==> config.mk <==
export PLATFORM = sky130hd
export DESIGN_NAME = utf8_sanitizer
export DESIGN_NICKNAME = d
export VERILOG_FILES = /design/src/rtl/u8s_pkg.sv /design/src/rtl/utf8_sanitizer.sv
export SDC_FILE = /design/constraint.sdc
export NUM_CORES = 1
export LEC_CHECK = 0
export ABC_AREA = 1
export BUFFER_PORTS_ARGS = -buffer_cell sky130_fd_sc_hd__buf_4
export CAP_MARGIN = 0
export CORE_UTILIZATION = 33
export DETAILED_ROUTE_END_ITERATION = 7
export PLACE_DENSITY = 0.57
export SYNTH_ARGS = -nofsm -noshare
export SYNTH_HDL_FRONTEND = slang
export SYNTH_SLANG_ARGS = --single-unit
export TNS_END_PERCENT = 30
==> constraint.sdc <==
create_clock -name clk -period 3.6 [get_ports clk]
set_input_delay 0.18 -clock clk [delete_from_list [all_inputs] [get_ports clk]]
set_output_delay 0.18 -clock clk [all_outputs]
set_load 0.1 [all_outputs]
==> src/rtl/u8s_pkg.sv <==
package u8s_pkg;

  // Input beat: one raw string byte
  typedef struct packed {
    logic [7:0] data_byte;
    logic       end_of_string;
  } u8s_in_t;

  // Output beat: one sanitized byte
  typedef struct packed {
    logic [7:0] out_byte;
    logic       run_end;
    logic       string_end;
  } u8s_out_t;

  // Byte class masks and patterns
  localparam logic [7:0] MASK_CONT  = 8'hC0;
  localparam logic [7:0] PAT_CONT   = 8'h80;
  localparam logic [7:0] MASK_LEAD2 = 8'hE0;
  localparam logic [7:0] PAT_LEAD2  = 8'hC0;
  localparam logic [7:0] MASK_LEAD3 = 8'hF0;
  localparam logic [7:0] PAT_LEAD3  = 8'hE0;
  localparam logic [7:0] MASK_LEAD4 = 8'hF8;
  localparam logic [7:0] PAT_LEAD4  = 8'hF0;

  // U+FFFD replacement character
  localparam logic [7:0] REPL_B0 = 8'hEF;
  localparam logic [7:0] REPL_B1 = 8'hBF;
  localparam logic [7:0] REPL_B2 = 8'hBD;

endpackage

==> src/rtl/utf8_sanitizer.sv <==
// The first output beat is registered once the accepted byte has put the block in
// its emit state and the slot is free. A byte that yields N output bytes (0..12)
// keeps in_ready low until all N are sent, one per cycle unless out_ready stalls,
// from a shared emit counter and byte mux. A held-back lead or continuation byte
// yields nothing. Reset (synchronous, rst_n low) clears pending state and out_valid.
module utf8_sanitizer (
  input  logic              clk,
  input  logic              rst_n,
  input  logic              in_valid,
  output logic              in_ready,
  input  u8s_pkg::u8s_in_t  in_data,
  output logic              out_valid,
  input  logic              out_ready,
  output u8s_pkg::u8s_out_t out_data
);
  import u8s_pkg::*;

  localparam logic ST_IDLE = 1'b0;
  localparam logic ST_EMIT = 1'b1;

  logic       state_r;
  logic [7:0] lead_held_r;
  logic [7:0] cont_held_r [2];
  logic [1:0] held_count_r;
  logic [2:0] needed_total_r;

  // Emit sequencer
  logic [2:0] rep_left_r;
  logic [1:0] rep_pos_r;
  logic [3:0] total_r;
  logic       last_r;
  logic [7:0] tail_r [4];

  logic       out_valid_r;
  u8s_out_t   out_data_r;

  // Accept-time decode
  logic       accept;
  logic [7:0] b;
  logic       last;
  logic       is_cont;
  logic       pending;
  logic       complete;
  logic       fresh_ascii;
  logic       fresh_rep;
  logic [2:0] fresh_need;
  logic [2:0] reps_nxt;
  logic [2:0] tail_cnt_nxt;
  logic [7:0] tail_nxt [4];
  logic [3:0] total_nxt;
  logic       store_cont;
  logic [7:0] lead_held_nxt;
  logic [1:0] held_count_nxt;
  logic [2:0] needed_total_nxt;
  logic       slot_free;
  logic [7:0] emit_byte;

  assign accept    = in_valid && in_ready;
  assign in_ready  = (state_r == ST_IDLE);
  assign b         = in_data.data_byte;
  assign last      = in_data.end_of_string;
  assign is_cont   = ((b & MASK_CONT) == PAT_CONT);
  assign pending   = (needed_total_r != 3'd0);
  assign complete  = (({1'b0, held_count_r} + 3'd1) == needed_total_r);
  assign slot_free = !out_valid_r || out_ready;

  // Classify a byte seen with nothing pending
  always_comb begin
    fresh_ascii = (b[7] == 1'b0);
    fresh_need  = 3'd0;
    priority if ((b & MASK_LEAD2) == PAT_LEAD2) begin
      fresh_need = 3'd1;
    end else if ((b & MASK_LEAD3) == PAT_LEAD3) begin
      fresh_need = 3'd2;
    end else if ((b & MASK_LEAD4) == PAT_LEAD4) begin
      fresh_need = 3'd3;
    end else begin
      fresh_need = 3'd0;
    end
    fresh_rep = !fresh_ascii && ((fresh_need == 3'd0) || last);
  end

  // Plan the output run and the next pending state
  always_comb begin
    reps_nxt         = 3'd0;
    tail_cnt_nxt     = 3'd0;
    tail_nxt[0]      = b;
    tail_nxt[1]      = b;
    tail_nxt[2]      = b;
    tail_nxt[3]      = b;
    store_cont       = 1'b0;
    lead_held_nxt    = lead_held_r;
    held_count_nxt   = held_count_r;
    needed_total_nxt = needed_total_r;

    if (pending && is_cont) begin
      if (complete) begin
        // Replay the whole sequence
        tail_nxt[0]      = lead_held_r;
        tail_nxt[1]      = (held_count_r == 2'd0) ? b : cont_held_r[0];
        tail_nxt[2]      = (held_count_r == 2'd2) ? cont_held_r[1] : b;
        tail_nxt[3]      = b;
        tail_cnt_nxt     = {1'b0, held_count_r} + 3'd2;
        lead_held_nxt    = 8'h00;
        held_count_nxt   = 2'd0;
        needed_total_nxt = 3'd0;
      end else if (last) begin
        // Cut short: lead, held bytes and this byte all replaced
        reps_nxt         = {1'b0, held_count_r} + 3'd2;
        lead_held_nxt    = 8'h00;
        held_count_nxt   = 2'd0;
        needed_total_nxt = 3'd0;
      end else begin
        store_cont     = 1'b1;
        held_count_nxt = held_count_r + 2'd1;
      end
    end else begin
      // Broken sequence (if any), then scan this byte fresh
      reps_nxt   = (pending ? ({1'b0, held_count_r} + 3'd1) : 3'd0)
                   + {2'b00, fresh_rep};
      tail_cnt_nxt = {2'b00, fresh_ascii};
      if (!fresh_ascii && (fresh_need != 3'd0) && !last) begin
        lead_held_nxt    = b;
        held_count_nxt   = 2'd0;
        needed_total_nxt = fresh_need;
      end else begin
        lead_held_nxt    = 8'h00;
        held_count_nxt   = 2'd0;
        needed_total_nxt = 3'd0;
      end
    end

    if (last) begin
      lead_held_nxt    = 8'h00;
      held_count_nxt   = 2'd0;
      needed_total_nxt = 3'd0;
    end

    total_nxt = {1'b0, reps_nxt} + {reps_nxt, 1'b0} + {1'b0, tail_cnt_nxt};
  end

  // Byte for the current emit step
  always_comb begin
    if (rep_left_r != 3'd0) begin
      unique case (rep_pos_r)
        2'd0:    emit_byte = REPL_B0;
        2'd1:    emit_byte = REPL_B1;
        default: emit_byte = REPL_B2;
      endcase
    end else begin
      emit_byte = tail_r[0];
    end
  end

  // Control and pending state
  always_ff @(posedge clk) begin
    if (!rst_n) begin
      state_r        <= ST_IDLE;
      out_valid_r    <= 1'b0;
      lead_held_r    <= 8'h00;
      held_count_r   <= 2'd0;
      needed_total_r <= 3'd0;
      rep_left_r     <= 3'd0;
      rep_pos_r      <= 2'd0;
      total_r        <= 4'd0;
      last_r         <= 1'b0;
    end else begin
      // While emitting, a taken slot is refilled below
      if (out_valid_r && out_ready && (state_r != ST_EMIT)) begin
        out_valid_r <= 1'b0;
      end
      if (accept) begin
        lead_held_r    <= lead_held_nxt;
        held_count_r   <= held_count_nxt;
        needed_total_r <= needed_total_nxt;
        rep_left_r     <= reps_nxt;
        rep_pos_r      <= 2'd0;
        total_r        <= total_nxt;
        last_r         <= last;
        if (total_nxt != 4'd0) begin
          state_r <= ST_EMIT;
        end
      end
      if ((state_r == ST_EMIT) && slot_free) begin
        out_valid_r <= 1'b1;
        total_r     <= total_r - 4'd1;
        if (rep_left_r != 3'd0) begin
          if (rep_pos_r == 2'd2) begin
            rep_pos_r  <= 2'd0;
            rep_left_r <= rep_left_r - 3'd1;
          end else begin
            rep_pos_r <= rep_pos_r + 2'd1;
          end
        end
        if (total_r == 4'd1) begin
          state_r <= ST_IDLE;
        end
      end
    end
  end

  // Payload registers
  always_ff @(posedge clk) begin
    if (accept && store_cont) begin
      cont_held_r[held_count_r[0]] <= b;
    end
    if (accept) begin
      tail_r[0] <= tail_nxt[0];
      tail_r[1] <= tail_nxt[1];
      tail_r[2] <= tail_nxt[2];
      tail_r[3] <= tail_nxt[3];
    end else if ((state_r == ST_EMIT) && slot_free && (rep_left_r == 3'd0)) begin
      // Shift the replay queue one byte
      tail_r[0] <= tail_r[1];
      tail_r[1] <= tail_r[2];
      tail_r[2] <= tail_r[3];
    end
    if ((state_r == ST_EMIT) && slot_free) begin
      out_data_r.out_byte   <= emit_byte;
      out_data_r.run_end    <= (total_r == 4'd1);
      out_data_r.string_end <= (total_r == 4'd1) && last_r;
    end
  end

  assign out_valid = out_valid_r;
  assign out_data  = out_data_r;

endmodule

==> impl_summary.log <==
INFO  metric synthesis.area_per_instance = 9.67 sq um
INFO  metric antenna_found_initial = 0
INFO  metric critPathArrivalTime = 3.60 ns
INFO  metric largest_family_of_logic_cells_by_synthesized_area = simple AND/OR/NAND/NOR gates
INFO  metric post_synth_mux_area_share = 0%
INFO  metric area_of_the_die = 11900 sq um
INFO  metric setup_viol = 0
INFO  metric post_drt_via_cell_ratio = 4.89
INFO  metric n_antenna_cell = 0
INFO  metric globalRouteMet1Util = 19.5%
INFO  metric detailroute.via_count = 2785
INFO  metric outcome = completed
INFO  metric postSynthRegisterBits = 82
INFO  metric ctsRootBufferMaster = sky130_fd_sc_hd__clkbuf_16
INFO  metric fin_worst_skew = 0.00697 ns
INFO  metric portBuffers = 24
INFO  metric grt_most_used_layer = met2
INFO  metric core_area = 11000 sq um
INFO  metric clkLatencyLatePin = 0.34 ns
INFO  metric cpPeakStageDelay = 0.45 ns
INFO  metric fmax = 299 MHz
INFO  metric worstSetupStartpoint = held_count_r[0]
INFO  metric clk_path_buf_depth = 2
INFO  metric drt_first_pass_iters = 4
INFO  metric share_seq_of_total_power = 45.8%
INFO  metric worstReg2RegEnd = state_r
INFO  metric parity_gate_share_of_the_synthesized_area_counting_xor_and_xnor_cells = 0.924%
INFO  metric route.detailed.drc = 0
INFO  metric critical_path.startpoint_type = register
INFO  metric drt_wl_total = 8.08 mm
INFO  metric ys.flop_type = sky130_fd_sc_hd__edfxtp_1
INFO  metric final_critical_path_setup_slack = 0.261 ns
INFO  metric fraction_of_the_mapped_netlist_area_in_simple_logic_gates = 17.9%
INFO  metric p_leak = 1.78 nW
INFO  metric rows = 38
INFO  metric endpoint = state_r
INFO  metric criticalPathCategory = reg2reg
INFO  metric synth.cell_area = 3790 sq um
INFO  metric critical_path.max_fanout = 6
INFO  metric number_of_enable_flip_flop_cells_after_synthesis = 58
INFO  metric first_pass_grt_wire_length = 13.1 mm
INFO  metric flow.area_growth_from_synthesis = 17.8%
INFO  metric finalMaxSlewViolations = 0
INFO  metric grt_setup_unrepaired = false
INFO  metric fin_setup_tns = 0 ns
INFO  metric dpl.hpwl = 5.48 mm
INFO  metric timing.slew.headroom = 65.0%
INFO  metric pwr-share-comb = 14.6%
INFO  metric ys_warn_count = 0
INFO  metric cts_buffers = 9
INFO  metric final_number_of_hold_violating_endpoints = 0
INFO  metric worst-r2r-setup-slack = 0.26 ns
INFO  metric synth_cell_type_count = 35
INFO  metric global_route.usage.total = 15.0%
INFO  metric synth.net_count = 419
INFO  metric placed_area = 4140 sq um
INFO  metric peakVddDrop = 0.000223 V
INFO  metric globalRouteMet2Util = 23.2%
INFO  metric routed_wire_length_per_instance = 14.2 um
INFO  metric intPower = 1.82 mW
INFO  metric reg2regPathDepth = 16
INFO  metric finalInstanceArea = 4460 sq um
INFO  metric floorplan.io_pins = 25
INFO  metric grt_overflow = 0
INFO  metric fillCellCount = 1115
INFO  metric first_global_vias = 2624
INFO  metric min-delay-path-class = in2reg
INFO  metric design.final.nets = 451
INFO  metric cts_sinks = 82
INFO  metric timing.max_cap.violations = 0
INFO  metric power.density = 558 nW/um^2
INFO  metric grt_start_max_net_pins = 45
INFO  metric post-place-ws = 0.276 ns
INFO  metric total_switching_power = 671 uW
INFO  metric tritoncts = built
INFO  metric worst_ep_required_time = 3.86 ns
INFO  metric detail-route-antenna-nets = 0
INFO  metric type_of_destination_of_the_critical_path = register
INFO  metric synth-adder-area-share = 5.02%
INFO  metric swShare = 26.9%
INFO  metric cts.reportedPaths.clkPinSlew = 0.06 ns
INFO  metric initial_core_util = 34.4%
INFO  metric global_route.usage.met3 = 3.23%
INFO  metric drtIter0Drc = 233
INFO  metric postSynthCellCount = 392
INFO  metric drive_above_1_share = 15.2%
INFO  metric h_tree_depth = 3
INFO  metric startpoint_of_the_lowest_slack_register_to_register_path = held_count_r[0]
INFO  metric critPathSlowestCell = sky130_fd_sc_hd__dfxtp_1
INFO  metric clkPwrFrac = 39.7%
INFO  metric layout_worst_path_cycle_share = 92.8%
INFO  metric die_w = 109 um
INFO  metric period_minus_slack = 3.34 ns
INFO  metric synth-compound-area-share = 12.0%
INFO  metric timing.critical_path.mode_cell = sky130_fd_sc_hd__ha_1
INFO  metric register_area_share_after_synthesis = 58.6%
INFO  metric chipHeight = 109 um
INFO  metric worstMarginPinSlew = 0.522 ns
INFO  metric asyncSetResetFlopFracSynth = 0%
INFO  metric place_congestion = 0.831
INFO  metric crit_chain = inv_2, ha_1, inv_1, a21oi_1, nand3_1, nand2_1, o21ai_1, xor2_1, ha_1, ha_1, fa_1, xnor2_1, nand4_1, nand3_1, nand2_1, a21oi_1
INFO  metric post_cts.repair.setup_buffers = 0
==> routing by layer <==
metal / part of all wire [%] / vias up
li1: - / 1403
met1: 47 / 1312
met2: 47 / 58
met3: 4.0 / 12
met4: 2.0 / 0
met5: 0 / -
==> placed cells by master, fill, tap and decap left out, drive strengths merged <==
cell type  Yosys  layout
a221oi         1       1
ha            12      12
nand3b         1       1
o22a           1       1
xor2           3       3
buf            4      30
dfxtp         24      24
nand3         23      23
a31oi          6       6
o221ai         1       1
or2            5       5
nand4          2       2
o21ai         53      53
a21oi         22      22
nor2          21      21
clkbuf         5      10
edfxtp        58      58
nor3           3       3
clkinvlp       0       2
nand2        101     101
inv           38      39
bufinv         0       2
xnor2          1       1
o31ai          1       1
a21o           1       1
clkinv         3       4
fa             2       2
==> power groups by stage <==
| stage | logic, mW | clock network [mW] | registers, mW |
|---|---|---|---|
| after global routing | 0.396 | 1.04 | 1.15 |
| after detailed placement | 0.363 | 0 | 1.16 |
| after global placement | 0.359 | 0 | 1.16 |
| after CTS | 0.365 | 1.01 | 1.14 |
| final | 0.362 | 0.987 | 1.14 |
| after floorplan | 0.170 | 0 | 1.25 |
==> timing repair <==
item / in CTS / in global routing
hold buffers: 0 / 0
resized for setup: 0 / 1
setup endpoints to repair: 0 / 1
==> cells in the mapped netlist (3+ instances only) <==
| master | n | area share, % |
|---|---|---|
| sky130_fd_sc_hd__a21oi_1 | 22 | 2.9 |
| sky130_fd_sc_hd__a31oi_1 | 6 | 0.99 |
| sky130_fd_sc_hd__clkbuf_1 | 5 | 0.50 |
| sky130_fd_sc_hd__dfxtp_1 | 24 | 13 |
| sky130_fd_sc_hd__edfxtp_1 | 58 | 46 |
| sky130_fd_sc_hd__ha_1 | 12 | 4.0 |
| sky130_fd_sc_hd__inv_1 | 33 | 3.3 |
| sky130_fd_sc_hd__inv_2 | 4 | 0.40 |
| sky130_fd_sc_hd__nand2_1 | 97 | 9.6 |
| sky130_fd_sc_hd__nand2_2 | 3 | 0.50 |
| sky130_fd_sc_hd__nand3_1 | 22 | 2.9 |
| sky130_fd_sc_hd__nor2_1 | 20 | 2.0 |
| sky130_fd_sc_hd__o21ai_0 | 39 | 5.2 |
| sky130_fd_sc_hd__o21ai_1 | 14 | 1.8 |
| sky130_fd_sc_hd__or2_2 | 5 | 0.83 |
| sky130_fd_sc_hd__xor2_1 | 3 | 0.69 |
==> worst min path at each step <==
stage | endpoint | slack [ns] | cells after the start | startpoint
6_report | tail_r[3][2] | 0.06 | 1 | in_data[3]
4_1_cts | tail_r[3][1] | 0.05 | 1 | in_data[2]
2_1_floorplan | cont_held_r[0][0] | 0.28 | 0 | in_data[1]
5_1_grt | tail_r[3][2] | 0.05 | 1 | in_data[3]
3_3_place_gp | cont_held_r[1][1] | 0.40 | 1 | in_data[2]
3_5_place_dp | tail_r[3][2] | 0.41 | 1 | in_data[3]
==> kinds of logic (layout without fill, tap and decap cells) <==
logic type               Yosys count  after routing
AND/OR/NAND/NOR                  156            156
AO/OA/AOI/OAI                     86             86
flip-flops                        82             82
buffers and inverters             50             87
adder cells (fa/ha/maj)           14             14
XOR/XNOR                           4              4
==> stage by stage <==
stage | total power [mW] | utilization [%] | std cells | hold WS [ns]
global route | 2.59 | 40.5 | 569 | 0.0525
finish | 2.49 | 40.5 | 569 | 0.0576
global placement | 1.52 | 37.5 | 553 | 0.403
detailed placement | 1.52 | 37.5 | 553 | 0.405
floorplan | 1.42 | - | 392 | 0.279
CTS | 2.51 | 40.4 | 569 | 0.0472
==> registers in the layout, indices dropped and copies added, names as in the netlist <==
signal and cells:
cont_held_r 16, held_count_r 2, last_r 1, lead_held_r 8, needed_total_r 2, out_data 10, out_valid 1, rep_left_r 3
rep_pos_r 2, state_r 1, tail_r 32, total_r 4
==> critical path, delay by kind of cell, from the launching register on <==
kind	cells	cell delay (ns)
adders and majority gates	4	1.20
AOI/OAI and AO/OA	3	0.50
and+or+nand+nor	5	0.49
DFF	1	0.45
xor gates and xnor gates	2	0.43
buffers and inverters	2	0.19
==> layout make-up <==
class	count	area, sq um	area share (%)
well taps	140	175	3.92
multi-input cells	260	1370	30.6
inverters	41	158	3.53
repair buffers	30	225	5.05
clock inverters	6	88.8	1.99
flip-flops and latches	82	2220	49.8
clock buffers	10	229	5.13
(Power assumes the default switching activity.)
